<file path="src/erma_pkg.sv">
// erma_pkg: shared constants, widths and handshake structs for the
// event rate moving average block; no dependencies
package erma_pkg;

   // field widths
   localparam int COUNT_W = 16;
   localparam int MS_W = 16;
   localparam int RATE_W = 24;
   localparam int SAMPLE_W = 3;

   // moving average window
   localparam int WINDOW_DEPTH = 5;
   localparam int SLOT_W = (WINDOW_DEPTH > 1) ? $clog2(WINDOW_DEPTH) : 1;
   localparam int FILL_W = $clog2(WINDOW_DEPTH + 1);
   localparam int TOTAL_W = RATE_W + ((WINDOW_DEPTH > 1) ? $clog2(WINDOW_DEPTH) : 0);

   // rate scaling: count * 1000 ms/s, then 8 fraction bits
   localparam int RATE_SCALE = 1000;
   localparam int SCALE_W = $clog2(RATE_SCALE + 1);
   localparam int FRAC_W = 8;
   localparam int SCALED_W = COUNT_W + SCALE_W;

   // shared serial divider
   localparam int DIVIDEND_W = SCALED_W + FRAC_W;
   localparam int DIVISOR_W = MS_W;
   localparam int QUOT_W = RATE_W;
   localparam int STEP_W = $clog2(DIVIDEND_W + 1);

   localparam logic [COUNT_W-1:0] COUNT_MAX = '1;
   localparam logic [RATE_W-1:0] RATE_MAX = '1;

   // input action codes
   localparam logic ACT_FRAME = 1'b0;
   localparam logic ACT_TICK = 1'b1;

   typedef struct packed {
      logic start;
   } div_ctrl_type;

   typedef struct packed {
      logic busy;
      logic done;
   } div_stat_type;

endpackage

</file>
<file path="src/erma_div.sv">
// erma_div: restoring divider, one quotient bit per cycle, with a flag
// for quotients that do not fit the result width; depends on erma_pkg
module erma_div (
   input  logic                             clock,
   input  logic                             reset,
   input  erma_pkg::div_ctrl_type           div_ctrl,
   input  logic [erma_pkg::DIVIDEND_W-1:0]  dividend,
   input  logic [erma_pkg::DIVISOR_W-1:0]   divisor,
   output erma_pkg::div_stat_type           div_stat,
   output logic [erma_pkg::QUOT_W-1:0]      quotient,
   output logic                             overflow
);

   logic                               busy_ff, busy_in;
   logic                               done_ff, done_in;
   logic [erma_pkg::STEP_W-1:0]        step_ff, step_in;
   logic [erma_pkg::DIVISOR_W:0]       rem_ff, rem_in;
   logic [erma_pkg::DIVIDEND_W-1:0]    num_ff, num_in;
   logic [erma_pkg::DIVISOR_W-1:0]     dvs_ff, dvs_in;
   logic [erma_pkg::QUOT_W-1:0]        quo_ff, quo_in;
   logic                               ovf_ff, ovf_in;
   logic [erma_pkg::DIVISOR_W:0]       rem_shift;
   logic                               fits;

   // one trial subtract per cycle
   assign rem_shift = {rem_ff[erma_pkg::DIVISOR_W-1:0], num_ff[erma_pkg::DIVIDEND_W-1]};
   assign fits = rem_shift >= {1'b0, dvs_ff};

   always_comb begin
      busy_in = busy_ff;
      done_in = 1'b0;
      step_in = step_ff;
      rem_in = rem_ff;
      num_in = num_ff;
      dvs_in = dvs_ff;
      quo_in = quo_ff;
      ovf_in = ovf_ff;
      if (div_ctrl.start) begin
         busy_in = 1'b1;
         step_in = erma_pkg::STEP_W'(erma_pkg::DIVIDEND_W);
         rem_in = '0;
         num_in = dividend;
         dvs_in = divisor;
         quo_in = '0;
         ovf_in = 1'b0;
      end else if (busy_ff) begin
         rem_in = fits ? (rem_shift - {1'b0, dvs_ff}) : rem_shift;
         num_in = {num_ff[erma_pkg::DIVIDEND_W-2:0], 1'b0};
         quo_in = {quo_ff[erma_pkg::QUOT_W-2:0], fits};
         // a bit leaving the top means the quotient is too wide
         ovf_in = ovf_ff | quo_ff[erma_pkg::QUOT_W-1];
         step_in = step_ff - erma_pkg::STEP_W'(1);
         if (step_ff == erma_pkg::STEP_W'(1)) begin
            busy_in = 1'b0;
            done_in = 1'b1;
         end
      end
   end

   always_ff @(posedge clock) begin
      if (reset) begin
         busy_ff <= 1'b0;
         done_ff <= 1'b0;
         step_ff <= '0;
      end else begin
         busy_ff <= busy_in;
         done_ff <= done_in;
         step_ff <= step_in;
      end
   end

   always_ff @(posedge clock) begin
      rem_ff <= rem_in;
      num_ff <= num_in;
      dvs_ff <= dvs_in;
      quo_ff <= quo_in;
      ovf_ff <= ovf_in;
   end

   assign div_stat.busy = busy_ff;
   assign div_stat.done = done_ff;
   assign quotient = quo_ff;
   assign overflow = ovf_ff;

`ifndef ASSERT_OFF
   a_done_after_busy: assert property (@(posedge clock) disable iff (reset)
      done_ff |-> $past(busy_ff))
      else $error("divider done without a running division");
   a_busy_counts: assert property (@(posedge clock) disable iff (reset)
      busy_ff |-> step_ff != '0)
      else $error("divider busy with an exhausted step count");
`endif

endmodule

</file>
<file path="src/event_rate_moving_average_top.sv">
// event_rate_moving_average_top: frame counter, rate measurement and
// moving average over a small ring; depends on erma_pkg and erma_div
//
// channel   direction  ports                                  beat
// req       in         req_valid/ready, action, elapsed_ms    frame event or sample tick
// rsp       out        rsp_valid/ready, average_rate,         one per sample tick
//                      instant_rate, samples_in_window
//
// a frame event beat keeps req_ready high; a tick beat holds req_ready low
// through ST_SCALE, ST_RATE, ST_UPDATE, ST_AVG and ST_DONE, mostly held by
// the bit-serial divider, which is used twice: once for the rate and
// once for the average; the result loads onto rsp on leaving ST_DONE
// req_ready is low while a tick is in progress; a result waiting on rsp
// does not block frame events, only the finish of the next tick
// synchronous reset clears the counter, ring pointers and total; ring
// entries are not reset, an entry is only read once the ring is full
module event_rate_moving_average_top (
   input  logic                              clock,
   input  logic                              reset,
   input  logic                              req_valid,
   output logic                              req_ready,
   input  logic                              req_action,
   input  logic [erma_pkg::MS_W-1:0]         req_elapsed_ms,
   output logic                              rsp_valid,
   input  logic                              rsp_ready,
   output logic [erma_pkg::RATE_W-1:0]       rsp_average_rate,
   output logic [erma_pkg::RATE_W-1:0]       rsp_instant_rate,
   output logic [erma_pkg::SAMPLE_W-1:0]     rsp_samples_in_window
);

   typedef enum logic [5:0] {
      ST_IDLE   = 6'b000001,
      ST_SCALE  = 6'b000010,
      ST_RATE   = 6'b000100,
      ST_UPDATE = 6'b001000,
      ST_AVG    = 6'b010000,
      ST_DONE   = 6'b100000
   } state_type;

   state_type                          state_ff, state_in;
   logic [erma_pkg::COUNT_W-1:0]       count_ff, count_in;
   logic [erma_pkg::SLOT_W-1:0]        slot_ff, slot_in;
   logic [erma_pkg::FILL_W-1:0]        fill_ff, fill_in;
   logic [erma_pkg::TOTAL_W-1:0]       total_ff, total_in;
   logic                               rsp_valid_ff, rsp_valid_in;

   // payload registers, no reset
   logic [erma_pkg::SCALED_W-1:0]      scaled_ff, scaled_in;
   logic [erma_pkg::MS_W-1:0]          ms_ff, ms_in;
   logic [erma_pkg::RATE_W-1:0]        rate_ff, rate_in;
   logic [erma_pkg::RATE_W-1:0]        avg_ff, avg_in;
   logic [erma_pkg::RATE_W-1:0]        ring_ff [erma_pkg::WINDOW_DEPTH];
   logic [erma_pkg::RATE_W-1:0]        out_avg_ff, out_avg_in;
   logic [erma_pkg::RATE_W-1:0]        out_rate_ff, out_rate_in;
   logic [erma_pkg::SAMPLE_W-1:0]      out_fill_ff, out_fill_in;

   erma_pkg::div_ctrl_type             div_ctrl;
   erma_pkg::div_stat_type             div_stat;
   logic [erma_pkg::DIVIDEND_W-1:0]    div_dividend;
   logic [erma_pkg::DIVISOR_W-1:0]     div_divisor;
   logic [erma_pkg::QUOT_W-1:0]        div_quotient;
   logic                               div_overflow;

   logic                               req_beat;
   logic                               ring_full;
   logic [erma_pkg::RATE_W-1:0]        old_rate;
   logic                               ring_we;

   assign req_ready = (state_ff == ST_IDLE);
   assign req_beat = req_valid & req_ready;

   // the entry at the write slot holds data only once the ring has wrapped
   assign ring_full = (fill_ff == erma_pkg::FILL_W'(erma_pkg::WINDOW_DEPTH));
   assign old_rate = ring_full ? ring_ff[slot_ff] : '0;

   always_comb begin
      state_in = state_ff;
      count_in = count_ff;
      slot_in = slot_ff;
      fill_in = fill_ff;
      total_in = total_ff;
      rsp_valid_in = rsp_valid_ff & ~rsp_ready;
      scaled_in = scaled_ff;
      ms_in = ms_ff;
      rate_in = rate_ff;
      avg_in = avg_ff;
      out_avg_in = out_avg_ff;
      out_rate_in = out_rate_ff;
      out_fill_in = out_fill_ff;
      ring_we = 1'b0;
      div_ctrl.start = 1'b0;
      div_dividend = {scaled_ff, erma_pkg::FRAC_W'(0)};
      div_divisor = ms_ff;

      unique case (state_ff)
         ST_IDLE: begin
            if (req_beat) begin
               if (req_action == erma_pkg::ACT_FRAME) begin
                  // saturating frame counter
                  if (count_ff != erma_pkg::COUNT_MAX) begin
                     count_in = count_ff + erma_pkg::COUNT_W'(1);
                  end
               end else begin
                  // count * 1000 in one narrow multiply
                  scaled_in = erma_pkg::SCALED_W'(count_ff) *
                              erma_pkg::SCALED_W'(erma_pkg::RATE_SCALE);
                  ms_in = req_elapsed_ms;
                  count_in = '0;
                  state_in = ST_SCALE;
               end
            end
         end
         ST_SCALE: begin
            div_ctrl.start = 1'b1;
            state_in = ST_RATE;
         end
         ST_RATE: begin
            if (div_stat.done) begin
               // zero elapsed time: full scale unless nothing was counted
               if (ms_ff == '0) begin
                  rate_in = (scaled_ff != '0) ? erma_pkg::RATE_MAX : '0;
               end else begin
                  rate_in = div_overflow ? erma_pkg::RATE_MAX : div_quotient;
               end
               state_in = ST_UPDATE;
            end
         end
         ST_UPDATE: begin
            total_in = total_ff - erma_pkg::TOTAL_W'(old_rate) +
                       erma_pkg::TOTAL_W'(rate_ff);
            ring_we = 1'b1;
            slot_in = (slot_ff == erma_pkg::SLOT_W'(erma_pkg::WINDOW_DEPTH - 1)) ?
                      '0 : slot_ff + erma_pkg::SLOT_W'(1);
            if (!ring_full) begin
               fill_in = fill_ff + erma_pkg::FILL_W'(1);
            end
            // average = new total / new fill count
            div_ctrl.start = 1'b1;
            div_dividend = erma_pkg::DIVIDEND_W'(total_in);
            div_divisor = erma_pkg::DIVISOR_W'(fill_in);
            state_in = ST_AVG;
         end
         ST_AVG: begin
            if (div_stat.done) begin
               avg_in = div_quotient;
               state_in = ST_DONE;
            end
         end
         ST_DONE: begin
            // load the output register once the previous result is gone
            if (!rsp_valid_ff || rsp_ready) begin
               rsp_valid_in = 1'b1;
               out_avg_in = avg_ff;
               out_rate_in = rate_ff;
               out_fill_in = erma_pkg::SAMPLE_W'(fill_ff);
               state_in = ST_IDLE;
            end
         end
         default: begin
            state_in = ST_IDLE;
         end
      endcase
   end

   always_ff @(posedge clock) begin
      if (reset) begin
         state_ff <= ST_IDLE;
         count_ff <= '0;
         slot_ff <= '0;
         fill_ff <= '0;
         total_ff <= '0;
         rsp_valid_ff <= 1'b0;
      end else begin
         state_ff <= state_in;
         count_ff <= count_in;
         slot_ff <= slot_in;
         fill_ff <= fill_in;
         total_ff <= total_in;
         rsp_valid_ff <= rsp_valid_in;
      end
   end

   always_ff @(posedge clock) begin
      scaled_ff <= scaled_in;
      ms_ff <= ms_in;
      rate_ff <= rate_in;
      avg_ff <= avg_in;
      out_avg_ff <= out_avg_in;
      out_rate_ff <= out_rate_in;
      out_fill_ff <= out_fill_in;
      if (ring_we) begin
         ring_ff[slot_ff] <= rate_ff;
      end
   end

   // shared bit-serial divider: rate first, then average
   erma_div u_div (
      .clock    (clock),
      .reset    (reset),
      .div_ctrl (div_ctrl),
      .dividend (div_dividend),
      .divisor  (div_divisor),
      .div_stat (div_stat),
      .quotient (div_quotient),
      .overflow (div_overflow)
   );

   assign rsp_valid = rsp_valid_ff;
   assign rsp_average_rate = out_avg_ff;
   assign rsp_instant_rate = out_rate_ff;
   assign rsp_samples_in_window = out_fill_ff;

`ifndef ASSERT_OFF
   a_slot_tracks_fill: assert property (@(posedge clock) disable iff (reset)
      !ring_full |-> slot_ff == erma_pkg::SLOT_W'(fill_ff))
      else $error("ring slot out of step with fill count");
   a_start_when_idle: assert property (@(posedge clock) disable iff (reset)
      div_ctrl.start |-> !div_stat.busy)
      else $error("divider started while busy");
   a_result_from_done: assert property (@(posedge clock) disable iff (reset)
      $rose(rsp_valid_ff) |-> $past(state_ff == ST_DONE))
      else $error("result raised outside the finish step");
   a_frame_counts: assert property (@(posedge clock) disable iff (reset)
      req_beat && req_action == erma_pkg::ACT_FRAME && count_ff != erma_pkg::COUNT_MAX
      |=> count_ff == $past(count_ff) + erma_pkg::COUNT_W'(1))
      else $error("frame event not counted");
`endif

endmodule
</file>
<file path="config.mk">
export PLATFORM = sky130hd
export DESIGN_NAME = event_rate_moving_average_top
export DESIGN_NICKNAME = d
export VERILOG_FILES = /design/src/erma_pkg.sv /design/src/erma_div.sv /design/src/event_rate_moving_average_top.sv
export SDC_FILE = /design/constraint.sdc
export NUM_CORES = 1
export LEC_CHECK = 0
export BUFFER_PORTS_ARGS = -buffer_cell sky130_fd_sc_hd__clkbuf_2
export CAP_MARGIN = 0
export CORE_ASPECT_RATIO = 2
export CORE_MARGIN = 5
export CORE_UTILIZATION = 65
export CTS_CLUSTER_DIAMETER = 40
export CTS_CLUSTER_SIZE = 25
export DETAILED_ROUTE_END_ITERATION = 6
export PLACE_DENSITY = 0.82
export SYNTH_ARGS = -nofsm -noshare
export SYNTH_HDL_FRONTEND = slang
export SYNTH_SLANG_ARGS = --single-unit
</file>
<file path="constraint.sdc">
create_clock -name clock -period 7.69 [get_ports clock]
set_clock_uncertainty 0.2 [all_clocks]
set_input_delay 0.3845 -clock clock [delete_from_list [all_inputs] [get_ports clock]]
set_output_delay 0.3845 -clock clock [all_outputs]
set_load 0.05 [all_outputs]
</file>
==> run metrics <==
initial antenna violation count 0; CP startpoint kind flop; min Tclk post-route 5.35 ns; Via Count 13835; Synth Register Bits 416; commonest non-fill, non-tap cell in the layout edfxtp_1; fin nets 2074; syn avg cell area 11.8 um2; GRT overflow 0; final core utilization 72.4%; Area contributors post-synth edfxtp_1 (44%), dfxtp_1 (10%), fa_1 (7.5%); clock buffer depth 3; Pwr Total 5.61 mW; Die Area 0.0365 mm2; Worst Path Arrival 5.46 ns; CTS tree done; ANT cells 0; CTS Root Cell clkbuf_16; LEAKAGE 9.07 nW; Post-synth ARST share 0%; syn_nets 1995; # clock sinks 416; Die W 138 um; Routed Antenna Nets 0; most frequent CP cell inv_1; Most used DFF post-synth edfxtp_1; final number of hold-violating endpoints 0; Slew Limit Fails 0; CP Class reg -> reg; reg-to-reg slack, setup 2.34 ns; Mapped Cells 1793; post-synth cell types 75; max incr delay on CP 0.96 ns; Critical Path RT 7.80 ns; H-tree depth 1; Post-synth EDFFs 308; RSZ-0062 raised after global routing false; Place WS 2.33 ns; first-pass GRT wire length 75300 um; Fmax 187 MHz; placed cells 2250; Total GRT Usage 26.5%; number of buffers created by CTS 30; Worst-Skew Late Latency 0.60 ns; layout cells sized above 1 10.7%; Routed Wire Length 46500 um; IO Pins 74; commonest non-fill, non-tap cells in the layout edfxtp_1 (308), inv_1 (216), nor2_1 (162); 1st-pass router iterations 7; cell area power density 240 mW/mm2; worst slew pin tran 1.20 ns; DRC errors left 0; die height 265 um; Worst VDD drop 0.000240 V; cell family with most CP delay compound AO/OA/AOI/OAI gates; type of the tightest min-delay check in -> reg; Post-Syn Area 0.0212 mm2; largest area contributor in the netlist edfxtp_1; register area share after synthesis 53.9%; max cap viols 0; final worst slack 2.34 ns; Slew Limit Headroom 19.7%; largest net degree at the start of global routing 69; status completed; final worst-path cycle share 69.6%; CP max FO 14; I/O Buffers 73; vias per inst 5.96; CP bufs+invs 3; WL per Instance 20.0 um; Initial Util 65.7%; non-filler cells, final 2323; area of the core 0.0322 mm2; P&R area growth vs syn 10.2%; final setup violation count 0; Row Count 93; element type at the critical path end flop; top cell type's share of synthesized area 43.7%; Syn. warnings 0; GP Congestion 0.943; 1st-iter DRT viols 1032; clock transition at the registers of the reported paths 0.08 ns; Post-DP HPWL 33900 um; total negative slack 0 ns; slowest CP cell dfxtp_1; vias in the first global route 14527; worst-path cell chain buf_4 > mux4_2 > mux2i_1 > nor2_1 > fa_1 > inv_1 > ha_1 > inv_1 > o21ai_0 > a221oi_1 > a211oi_2 > nor3_1 > o31ai_1 > xnor2_1 > o21ai_1
## registers in the layout, summed over array words and instances (netlist names), 3 cells and up, named ones only
register	cells
avg_ff	24
count_ff	16
fill_ff	3
ms_ff	16
rate_ff	24
ring_ff	120
rsp_average_rate	24
rsp_instant_rate	24
rsp_samples_in_window	3
scaled_ff	23
slot_ff	3
state_ff	6
total_ff	27
u_div.dvs_ff	16
u_div.num_ff	34
u_div.quotient	24
u_div.rem_ff	16
u_div.step_ff	6
## worst min-delay path: cells and delay by family
kind	cells	cell delay, ns
buffers and inverters	1	0.11
AO/OA/AOI/OAI	1	0.08
AND/OR/NAND/NOR	2	0.23
## power by group
group	switching, mW	internal (mW)	total [mW]
sequential	0.111	2.60	2.71
clock	0.883	0.893	1.78
combinational	0.708	0.409	1.12
total	1.70	3.91	5.61
## synthesized netlist by cell type (12+ instances only)
cell,n
nand2b_1,13
clkbuf_1,41
xor2_1,20
nand4_1,12
and2_1,19
mux2i_1,61
fa_1,79
inv_1,216
buf_2,17
nor2_1,167
a21oi_1,98
nor4_1,19
nand3_1,25
nand2_1,134
ha_1,102
o21ai_0,53
xnor2_1,45
and3_1,15
edfxtp_1,308
mux4_2,24
dfxtp_1,108
a21o_1,16
nor3_1,32
## through the flow
step                      area [um2]  hold slack [ns]
after floorplan                21200            0.200
after global placement         22000            0.201
after detailed placement       22000            0.205
after CTS                      23400           0.0240
after global routing           23400            0.103
final                          23400           0.0500
## area by class of cell
type | count | area (um2)
Clock buffer | 34 | 808
Clock inverter | 22 | 347
Fill cell | 2187 | 8880
Inverter | 217 | 815
Multi-Input combinational cell | 1097 | 8750
Sequential cell | 416 | 11400
Tap cell | 427 | 534
Timing Repair Buffer | 110 | 686
## per-layer routing
metal  vias to the layer above  GRT usage [%]  part of all wire [%]
met4                         0           13.0                   5.4
met2                       439           50.2                    57
met5                         -              0                     0
met1                      6804           28.7                    34
li1                       6469              -                     -
met3                       123           2.50                   4.4
## worst paths after layout
check	start	to	depth (start not counted)
setup / recovery	flop	u_div.num_ff[25]	15
hold reg to reg	avg_ff[5]	rsp_average_rate[5]	0
hold / removal	req_valid	state_ff[0]	4
setup reg to reg	flop	u_div.num_ff[25]	15
## timing repair
| item | CTS | global route |
|---|---|---|
| resized for setup | 0 | 0 |
| hold buffers | 17 | 0 |
| buffers inserted | 0 | 0 |
| setup endpoints to repair | 0 | 0 |
| endpoints found under the hold margin | 17 | 0 |
## cell families (layout without fill, tap and decap cells)
logic type / after synthesis / count (layout) / share of synthesized area [%]
and+or+nand+nor: 491 / 491 / 11.1
adders and majority gates: 181 / 181 / 13.5
muxes: 86 / 86 / 5.49
DFF: 416 / 416 / 53.9
buffers and inverters: 280 / 383 / 5.10
xor gates and xnor gates: 65 / 65 / 2.69
AOI/OAI and AO/OA: 274 / 274 / 8.31
Power figures use the tool's default switching activity.
